--- config.mk ---
export PLATFORM = sky130hd
export DESIGN_NAME = matrix_multiply_engine_top
export DESIGN_NICKNAME = d
export VERILOG_FILES = /design/src/sv/mme_pkg.sv /design/src/sv/mme_ram.sv /design/src/sv/mme_mac.sv /design/src/sv/matrix_multiply_engine_top.sv
export SDC_FILE = /design/constraint.sdc
export NUM_CORES = 2
export LEC_CHECK = 0
export ABC_AREA = 1
export BUFFER_PORTS_ARGS = -buffer_cell sky130_fd_sc_hd__buf_2
export CELL_PAD_IN_SITES_DETAIL_PLACEMENT = 1
export CELL_PAD_IN_SITES_GLOBAL_PLACEMENT = 1
export CORE_UTILIZATION = 25
export CTS_CLUSTER_SIZE = 14
export DETAILED_ROUTE_END_ITERATION = 6
export PLACE_DENSITY = 0.5
export REMOVE_ABC_BUFFERS = 1
export SYNTH_ARGS = -nofsm -noshare
export SYNTH_HDL_FRONTEND = slang
export SYNTH_HIERARCHICAL = 1
export SYNTH_SLANG_ARGS = --single-unit
--- constraint.sdc ---
create_clock -name clk -period 7.21 [get_ports clk]
set_input_delay 0.721 -clock clk [delete_from_list [all_inputs] [get_ports clk]]
set_output_delay 0.721 -clock clk [all_outputs]
set_load 0.005 [all_outputs]
--- src/sv/mme_pkg.sv ---
// ----------------------------------------------------------------------------
// mme_pkg
// Shared codes, field widths and control types of the matrix multiply engine.
// ----------------------------------------------------------------------------
`default_nettype none

package mme_pkg;

  // Fixed field widths
  localparam int FUNC_W    = 2;
  localparam int IDX_W     = 3;
  localparam int CFG_W     = 4;
  localparam int CFG_IDX_W = 2;

  // Operation codes carried by func
  localparam logic [FUNC_W-1:0] FUNC_LOAD_A  = 2'd0;
  localparam logic [FUNC_W-1:0] FUNC_LOAD_B  = 2'd1;
  localparam logic [FUNC_W-1:0] FUNC_COMPUTE = 2'd2;

  // Configuration register indexes
  localparam logic [CFG_IDX_W-1:0] REG_ROWS_A    = 2'd0;
  localparam logic [CFG_IDX_W-1:0] REG_INNER_DIM = 2'd1;
  localparam logic [CFG_IDX_W-1:0] REG_COLS_B    = 2'd2;

  // Control word that travels with operands into the multiply-accumulate unit
  typedef struct packed {
    logic valid;
    logic first;
    logic lastk;
  } mme_mac_ctrl_t;

endpackage

`default_nettype wire

--- src/sv/mme_ram.sv ---
// ----------------------------------------------------------------------------
// mme_ram
// Generic single-write, single-read RAM with registered read data.
// ----------------------------------------------------------------------------
`default_nettype none

module mme_ram #(
  parameter int WIDTH = 16,
  parameter int DEPTH = 64,
  parameter int ADDR_W = (DEPTH > 1) ? $clog2(DEPTH) : 1
) (
  input  wire logic              clk,
  input  wire logic              we,
  input  wire logic [ADDR_W-1:0] waddr,
  input  wire logic [WIDTH-1:0]  wdata,
  input  wire logic [ADDR_W-1:0] raddr,
  output logic      [WIDTH-1:0]  rdata
);

  logic [WIDTH-1:0] mem [DEPTH];

  always_ff @(posedge clk) begin
    if (we) begin
      mem[waddr] <= wdata;
    end
    rdata <= mem[raddr];
  end

endmodule

`default_nettype wire

--- src/sv/mme_mac.sv ---
// ----------------------------------------------------------------------------
// mme_mac
// Shared multiply-accumulate unit: registered signed product, then
// registered accumulation with a done pulse on the final term.
// ----------------------------------------------------------------------------
`default_nettype none

module mme_mac #(
  parameter int DATA_WIDTH = 16,
  parameter int PROD_W = 35
) (
  input  wire logic                      clk,
  input  wire logic                      rst,
  input  wire mme_pkg::mme_mac_ctrl_t    ctrl,
  input  wire logic [DATA_WIDTH-1:0]     a,
  input  wire logic [DATA_WIDTH-1:0]     b,
  output logic signed [PROD_W-1:0]       acc,
  output logic                           done
);
  import mme_pkg::*;

  mme_mac_ctrl_t                 ctrl_p;
  logic signed [2*DATA_WIDTH-1:0] prod;

  // Stage 1: multiply
  always_ff @(posedge clk) begin
    if (rst) begin
      ctrl_p <= '0;
    end else begin
      ctrl_p <= ctrl;
    end
    prod <= $signed(a) * $signed(b);
  end

  // Stage 2: accumulate, restart on the first term
  always_ff @(posedge clk) begin
    if (rst) begin
      done <= 1'b0;
    end else begin
      done <= ctrl_p.valid && ctrl_p.lastk;
    end
    if (ctrl_p.valid) begin
      if (ctrl_p.first) begin
        acc <= PROD_W'(prod);
      end else begin
        acc <= acc + PROD_W'(prod);
      end
    end
  end

endmodule

`default_nettype wire

--- src/sv/matrix_multiply_engine_top.sv ---
// ----------------------------------------------------------------------------
// matrix_multiply_engine_top
// Dense matrix product C = A x B in signed fixed point, exact Q19.16 sums.
// ----------------------------------------------------------------------------
// Load words (func load A / load B) write one element at (row, col), and
// loads stream at one per cycle while the block is idle; a load whose row
// or col is not below MAX_DIM is dropped, as is func code 3. A compute word
// emits every element of C in row-major order, each with its row, its
// column and a last flag. The block works through C one element at a time
// on a single shared multiply-accumulate unit fed by the two element RAMs:
// for each element, the terms of the inner dimension pass through the RAM
// read, multiply and accumulate registers, and the sum is then placed in
// the output register once that register is free, so output stalls slow
// the compute. in_stall is high for the whole compute; loads are taken
// again as soon as the final element sits in the output register.
// Dimension registers read as 1 when zero and as MAX_DIM when above it.
// Configuration words are always accepted and must be sent only while the
// block is idle. Reading an element of A or B that was never written gives
// an undefined result.
// ----------------------------------------------------------------------------
`default_nettype none

module matrix_multiply_engine_top #(
  parameter int MAX_DIM = 8,
  parameter int DATA_WIDTH = 16
) (
  input  wire logic                                   clk,
  input  wire logic                                   rst,
  // configuration write channel
  input  wire logic                                   cfg_valid,
  output logic                                        cfg_ready,
  input  wire logic [mme_pkg::CFG_IDX_W-1:0]          cfg_index,
  input  wire logic [mme_pkg::CFG_W-1:0]              cfg_data,
  // input word channel
  input  wire logic                                   in_valid,
  output logic                                        in_stall,
  input  wire logic [mme_pkg::FUNC_W-1:0]             func,
  input  wire logic [mme_pkg::IDX_W-1:0]              row,
  input  wire logic [mme_pkg::IDX_W-1:0]              col,
  input  wire logic signed [DATA_WIDTH-1:0]           value,
  // result word channel
  output logic                                        out_valid,
  input  wire logic                                   out_stall,
  output logic signed [2*DATA_WIDTH+2:0]              product,
  output logic [mme_pkg::IDX_W-1:0]                   out_row,
  output logic [mme_pkg::IDX_W-1:0]                   out_col,
  output logic                                        last
);
  import mme_pkg::*;

  localparam int DEPTH  = MAX_DIM * MAX_DIM;
  localparam int ADDR_W = (DEPTH > 1) ? $clog2(DEPTH) : 1;
  localparam int PROD_W = 2 * DATA_WIDTH + 3;

  typedef enum logic [1:0] {S_IDLE, S_RUN, S_DRAIN, S_PUT} state_t;

  state_t              state;
  logic [CFG_W-1:0]    rows_a, inner_dim, cols_b;
  logic [CFG_W-1:0]    dim_m, dim_n, dim_p;
  logic [IDX_W-1:0]    cnt_i, cnt_j, cnt_k;

  logic                load_ok, we_a, we_b;
  logic [ADDR_W-1:0]   waddr, raddr_a, raddr_b;
  logic [DATA_WIDTH-1:0] rdata_a, rdata_b;

  mme_mac_ctrl_t       issue, issue_d;
  logic signed [PROD_W-1:0] acc;
  logic                mac_done;
  logic                k_last, j_last, i_last, out_free;

  // Clamp a dimension register into 1..MAX_DIM
  function automatic logic [CFG_W-1:0] dim_clamp(input logic [CFG_W-1:0] r);
    logic [CFG_W-1:0] d;
    priority if (r == '0) begin
      d = CFG_W'(1);
    end else if (32'(r) > MAX_DIM) begin
      d = CFG_W'(MAX_DIM);
    end else begin
      d = r;
    end
    return d;
  endfunction

  // Configuration registers; a write beyond the list is dropped
  assign cfg_ready = 1'b1;

  always_ff @(posedge clk) begin
    if (rst) begin
      rows_a    <= CFG_W'(8);
      inner_dim <= CFG_W'(8);
      cols_b    <= CFG_W'(8);
    end else if (cfg_valid && cfg_ready) begin
      unique case (cfg_index)
        REG_ROWS_A:    rows_a    <= cfg_data;
        REG_INNER_DIM: inner_dim <= cfg_data;
        REG_COLS_B:    cols_b    <= cfg_data;
        default: ;
      endcase
    end
  end

  // Load path: write port of both element RAMs, used only while idle
  assign in_stall = (state != S_IDLE);
  assign load_ok  = (32'(row) < MAX_DIM) && (32'(col) < MAX_DIM);
  assign we_a     = in_valid && !in_stall && (func == FUNC_LOAD_A) && load_ok;
  assign we_b     = in_valid && !in_stall && (func == FUNC_LOAD_B) && load_ok;
  assign waddr    = ADDR_W'(32'(row) * MAX_DIM + 32'(col));

  // Read addresses follow the loop counters: A[i][k] and B[k][j]
  assign raddr_a = ADDR_W'(32'(cnt_i) * MAX_DIM + 32'(cnt_k));
  assign raddr_b = ADDR_W'(32'(cnt_k) * MAX_DIM + 32'(cnt_j));

  mme_ram #(.WIDTH(DATA_WIDTH), .DEPTH(DEPTH), .ADDR_W(ADDR_W)) u_ram_a (
    .clk   (clk),
    .we    (we_a),
    .waddr (waddr),
    .wdata (value),
    .raddr (raddr_a),
    .rdata (rdata_a)
  );

  mme_ram #(.WIDTH(DATA_WIDTH), .DEPTH(DEPTH), .ADDR_W(ADDR_W)) u_ram_b (
    .clk   (clk),
    .we    (we_b),
    .waddr (waddr),
    .wdata (value),
    .raddr (raddr_b),
    .rdata (rdata_b)
  );

  // Loop end tests against the clamped dimensions
  assign k_last   = ({1'b0, cnt_k} == dim_n - CFG_W'(1));
  assign j_last   = ({1'b0, cnt_j} == dim_p - CFG_W'(1));
  assign i_last   = ({1'b0, cnt_i} == dim_m - CFG_W'(1));
  assign out_free = !out_valid || !out_stall;

  // One inner-dimension term issued per RUN cycle
  always_comb begin
    issue.valid = (state == S_RUN);
    issue.first = (cnt_k == '0);
    issue.lastk = k_last;
  end

  // Register the control word to line up with the registered RAM read data
  always_ff @(posedge clk) begin
    if (rst) begin
      issue_d <= '0;
    end else begin
      issue_d <= issue;
    end
  end

  mme_mac #(.DATA_WIDTH(DATA_WIDTH), .PROD_W(PROD_W)) u_mac (
    .clk  (clk),
    .rst  (rst),
    .ctrl (issue_d),
    .a    (rdata_a),
    .b    (rdata_b),
    .acc  (acc),
    .done (mac_done)
  );

  // Sequencer and output register
  always_ff @(posedge clk) begin
    if (rst) begin
      state     <= S_IDLE;
      out_valid <= 1'b0;
      cnt_i     <= '0;
      cnt_j     <= '0;
      cnt_k     <= '0;
    end else begin
      // drop the result word once it is taken; in S_PUT the next word replaces it
      if (out_valid && !out_stall && (state != S_PUT)) begin
        out_valid <= 1'b0;
      end
      unique case (state)
        S_IDLE: begin
          // latch clamped dimensions and start at element (0, 0)
          if (in_valid && (func == FUNC_COMPUTE)) begin
            dim_m <= dim_clamp(rows_a);
            dim_n <= dim_clamp(inner_dim);
            dim_p <= dim_clamp(cols_b);
            cnt_i <= '0;
            cnt_j <= '0;
            cnt_k <= '0;
            state <= S_RUN;
          end
        end
        S_RUN: begin
          // advance over the inner dimension
          if (k_last) begin
            cnt_k <= '0;
            state <= S_DRAIN;
          end else begin
            cnt_k <= cnt_k + IDX_W'(1);
          end
        end
        S_DRAIN: begin
          // wait for the final term to leave the accumulator
          if (mac_done) begin
            state <= S_PUT;
          end
        end
        S_PUT: begin
          // hold the sum until the output register frees up
          if (out_free) begin
            out_valid <= 1'b1;
            product   <= acc;
            out_row   <= cnt_i;
            out_col   <= cnt_j;
            last      <= i_last && j_last;
            if (j_last) begin
              cnt_j <= '0;
              if (i_last) begin
                state <= S_IDLE;
              end else begin
                cnt_i <= cnt_i + IDX_W'(1);
                state <= S_RUN;
              end
            end else begin
              cnt_j <= cnt_j + IDX_W'(1);
              state <= S_RUN;
            end
          end
        end
        default: state <= S_IDLE;
      endcase
    end
  end

endmodule

`default_nettype wire

==> metrics.md <==
| Metric | Value |
|---|---|
| Layout Nets | 9831 |
| Vias/cell | 4.59 |
| Max cap viols | 0 |
| Setup bufs post-CTS | 0 |
| Chip width | 643 µm |
| Setup Skew | between 0.04 and 0.05 ns |
| Initial antenna violation count | 16 |
| Die H | around 640 µm |
| RePlAce Congestion | roughly 0.8 |
| Async S/R FF share, synth | 0% |
| Starting density of the core | between 20% and 30% |
| Crit Path Class | register to register |
| Clk_lat worst skew | ~0.9 ns |
| Antenna violation net count after detailed routing | 0 |
| Final setup vio count | 0 |
| Largest net degree at the start of global routing | 210 |
| Synth cell types | between 40 and 50 |
| Post-synth top area share | 62.5% |
| Post-Syn Area per Cell | roughly 11 µm² |
| Final Util | between 20 and 30% |
| DRC | 0 |
| Post_cts resized | 0 |
| CTS Sinks | about 2200 |
| Min Tclk post-route | roughly 6.2 ns |
| Routed vias | approximately 69000 |
| Vias in the first global route | 72200 |
| Row count | 234 |
| Synth cell count leaders | nand2_1 (3226), edfxtp_1 (2137), nand3_1 (1816) |
| Sequential share of the synthesized area | between 60 and 70% |
| Total CTS buffers | between 200 and 300 |
| DP Cell Count | 14600 |
| Number of synthesized flops with an enable pin | 2137 |
| Fin. Hold Viols | 0 |
| Initial DRT Pass Iterations | 5 |
| First-pass GRT wire length | slightly below 500000 µm |
| Synthesized area | ~0.10 mm² |
| Area growth syn-to-layout | 13.9% |
| Outcome | finished, final reports clean |
| Drt total wl | between 300000 and 400000 µm |
| Fmax | ~0.16 GHz |
| CTS clk-pin slew, worst paths | roughly 0.06 ns |
| Area leader, netlist | edfxtp_1 |
| Post-CTS Hold Buffers | 0 |
| Critical path startpoint category | register |
| Average routed wire per standard cell | between 20 and 25 µm |
| Relative slew slack | 15.8% |
| Input/output buffers | ~80 |
| Slew @ Worst Pin | between 1 and 1.5 ns |
| Yosys reg bits | between 2000 and 2500 |
| Final period util | between 80 and 90% |
| Critical Path End Type | register |
| WP data arrival | 7.02 ns |
| Synth area leaders | edfxtp_1 (62%), nand2_1 (12%), nand3_1 (8.9%) |
| Initial DRC Count | between 4000 and 5000 |
| Clk root buf | clkbuf_16 |
| I/O pin count | 80 |
| Share of layout cells above drive strength 1 | between 7 and 8% |
| Post-Syn Instances | roughly 9400 |
| Hold crit path type | input pin to register |
| Required @ worst endpoint | approximately 8.0 ns |
| H-tree Lvls | 5 |
| DP Wirelength | 199000 µm |
| Synthesis warning total | 6 |
| CORE AREA | roughly 0.41 mm² |
| Bufs on Longest Clock Path | 4 |
| Synth Flop Type | edfxtp_1 |
| RSZ-0062 raised after global routing | no |
| CP max FO | 16 |
| Count leader, synth | nand2_1 |
| TritonCTS clock tree | done |
| Final slew viol count | 0 |
| GRT overflow | 0 |
| GRT Total Usage | between 10% and 20% |
| Non-Filler Instances | approximately 15000 |
| Die area | approximately 0.41 mm² |
-- path summary, 6_finish.rpt --
kind	end	depth (start not counted)	slack (ns)	start
setup / recovery	u_mac/prod[31]	19	0.98	u_ram_b/rdata[1]
hold reg to reg	u_mac/ctrl_p[0]	2	0.37	issue_d[0]
hold / removal	out_valid	3	0.15	out_stall
setup reg to reg	u_mac/prod[31]	19	0.98	u_ram_b/rdata[1]
-- stage by stage --
| stage | hold slack, ns | setup WS, ns | TNS (ns) | instance area (µm²) |
|---|---|---|---|---|
| 6_report | 0.155 | 0.975 | 0 | 117000 |
| 4_1_cts | 0.0698 | 0.925 | 0 | 117000 |
| 3_5_place_dp | 0.390 | 0.922 | 0 | 109000 |
| 3_3_place_gp | 0.386 | 0.875 | 0 | 109000 |
| 5_1_grt | 0.121 | 0.548 | 0 | 117000 |
| 2_1_floorplan | 0.388 | -8.90 | -309.31 | 99500 |
-- state kept, by name, summed over array words and instances (netlist names), 4 cells and up --
name           count
cols_b             4
dim_m              4
dim_n              4
dim_p              4
inner_dim          4
product           35
rows_a             4
u_mac/acc         35
u_mac/prod        32
u_ram_a/mem     1024
u_ram_a/rdata     16
u_ram_b/mem     1024
u_ram_b/rdata     16
-- worst max-delay path: stages, from the launching register on --
cell     delay, ns
dfxtp_1       0.75
nand2_1       0.21
inv_1         0.16
fa_1          0.55
fa_1          0.91
fa_1          0.57
fa_1          0.51
inv_1         0.05
fa_1          0.49
inv_1         0.06
fa_1          0.44
ha_1          0.41
inv_1         0.08
nor3_1        0.28
nand2_1       0.11
or2_0         0.24
nand3_1       0.11
inv_1         0.06
nand3_1       0.08
nand2_1       0.06
-- cell type report --
| class | count | area [µm²] |
|---|---|---|
| fillers | 45400 | 291000 |
| flip-flops and latches | 2232 | 66100 |
| multi-input cells | 6026 | 31400 |
| clock buffers | 334 | 7020 |
| well taps | 5428 | 6790 |
| inverters | 593 | 2280 |
| repair buffers | 290 | 2230 |
| clock inverters | 126 | 1100 |
| diodes | 8 | 20.0 |
-- layer usage --
metal	GRT usage, %	part of all wire (%)
met5	0	0
met4	3.78	2.3
met3	1.63	3.4
met2	25.9	47
met1	22.1	48
-- kinds of logic after synthesis --
kind of cell,synth area share [%]
compound gates,0.931
flops,64.3
simple gates,22.4
buf+inv,5.27
other cells,0.00365
xor+xnor,0.409
fa+ha+maj,6.69
-- placed cells by master (no fill, tap or decap), types with 21 or more instances in the layout --
master	netlist	layout
nand2_1	3226	3226
edfxtp_1	2137	2137
nand3_1	1816	1816
inv_1	577	574
clkbuf_16	0	269
fa_1	263	263
nor2_1	248	229
buf_4	40	200
ha_1	128	128
dfxtp_1	95	86
a21oi_1	83	83
buf_2	230	62
clkbuf_1	117	61
clkinv_1	1	44
o21ai_0	41	41
clkinv_2	0	40
nand4_1	35	35
xor2_1	27	27
nor2_2	9	27
xnor2_1	21	21
Power is left out: the tool's default activity adds up to more than one toggle a clock period on the data nets, which glitch-free logic cannot reach.
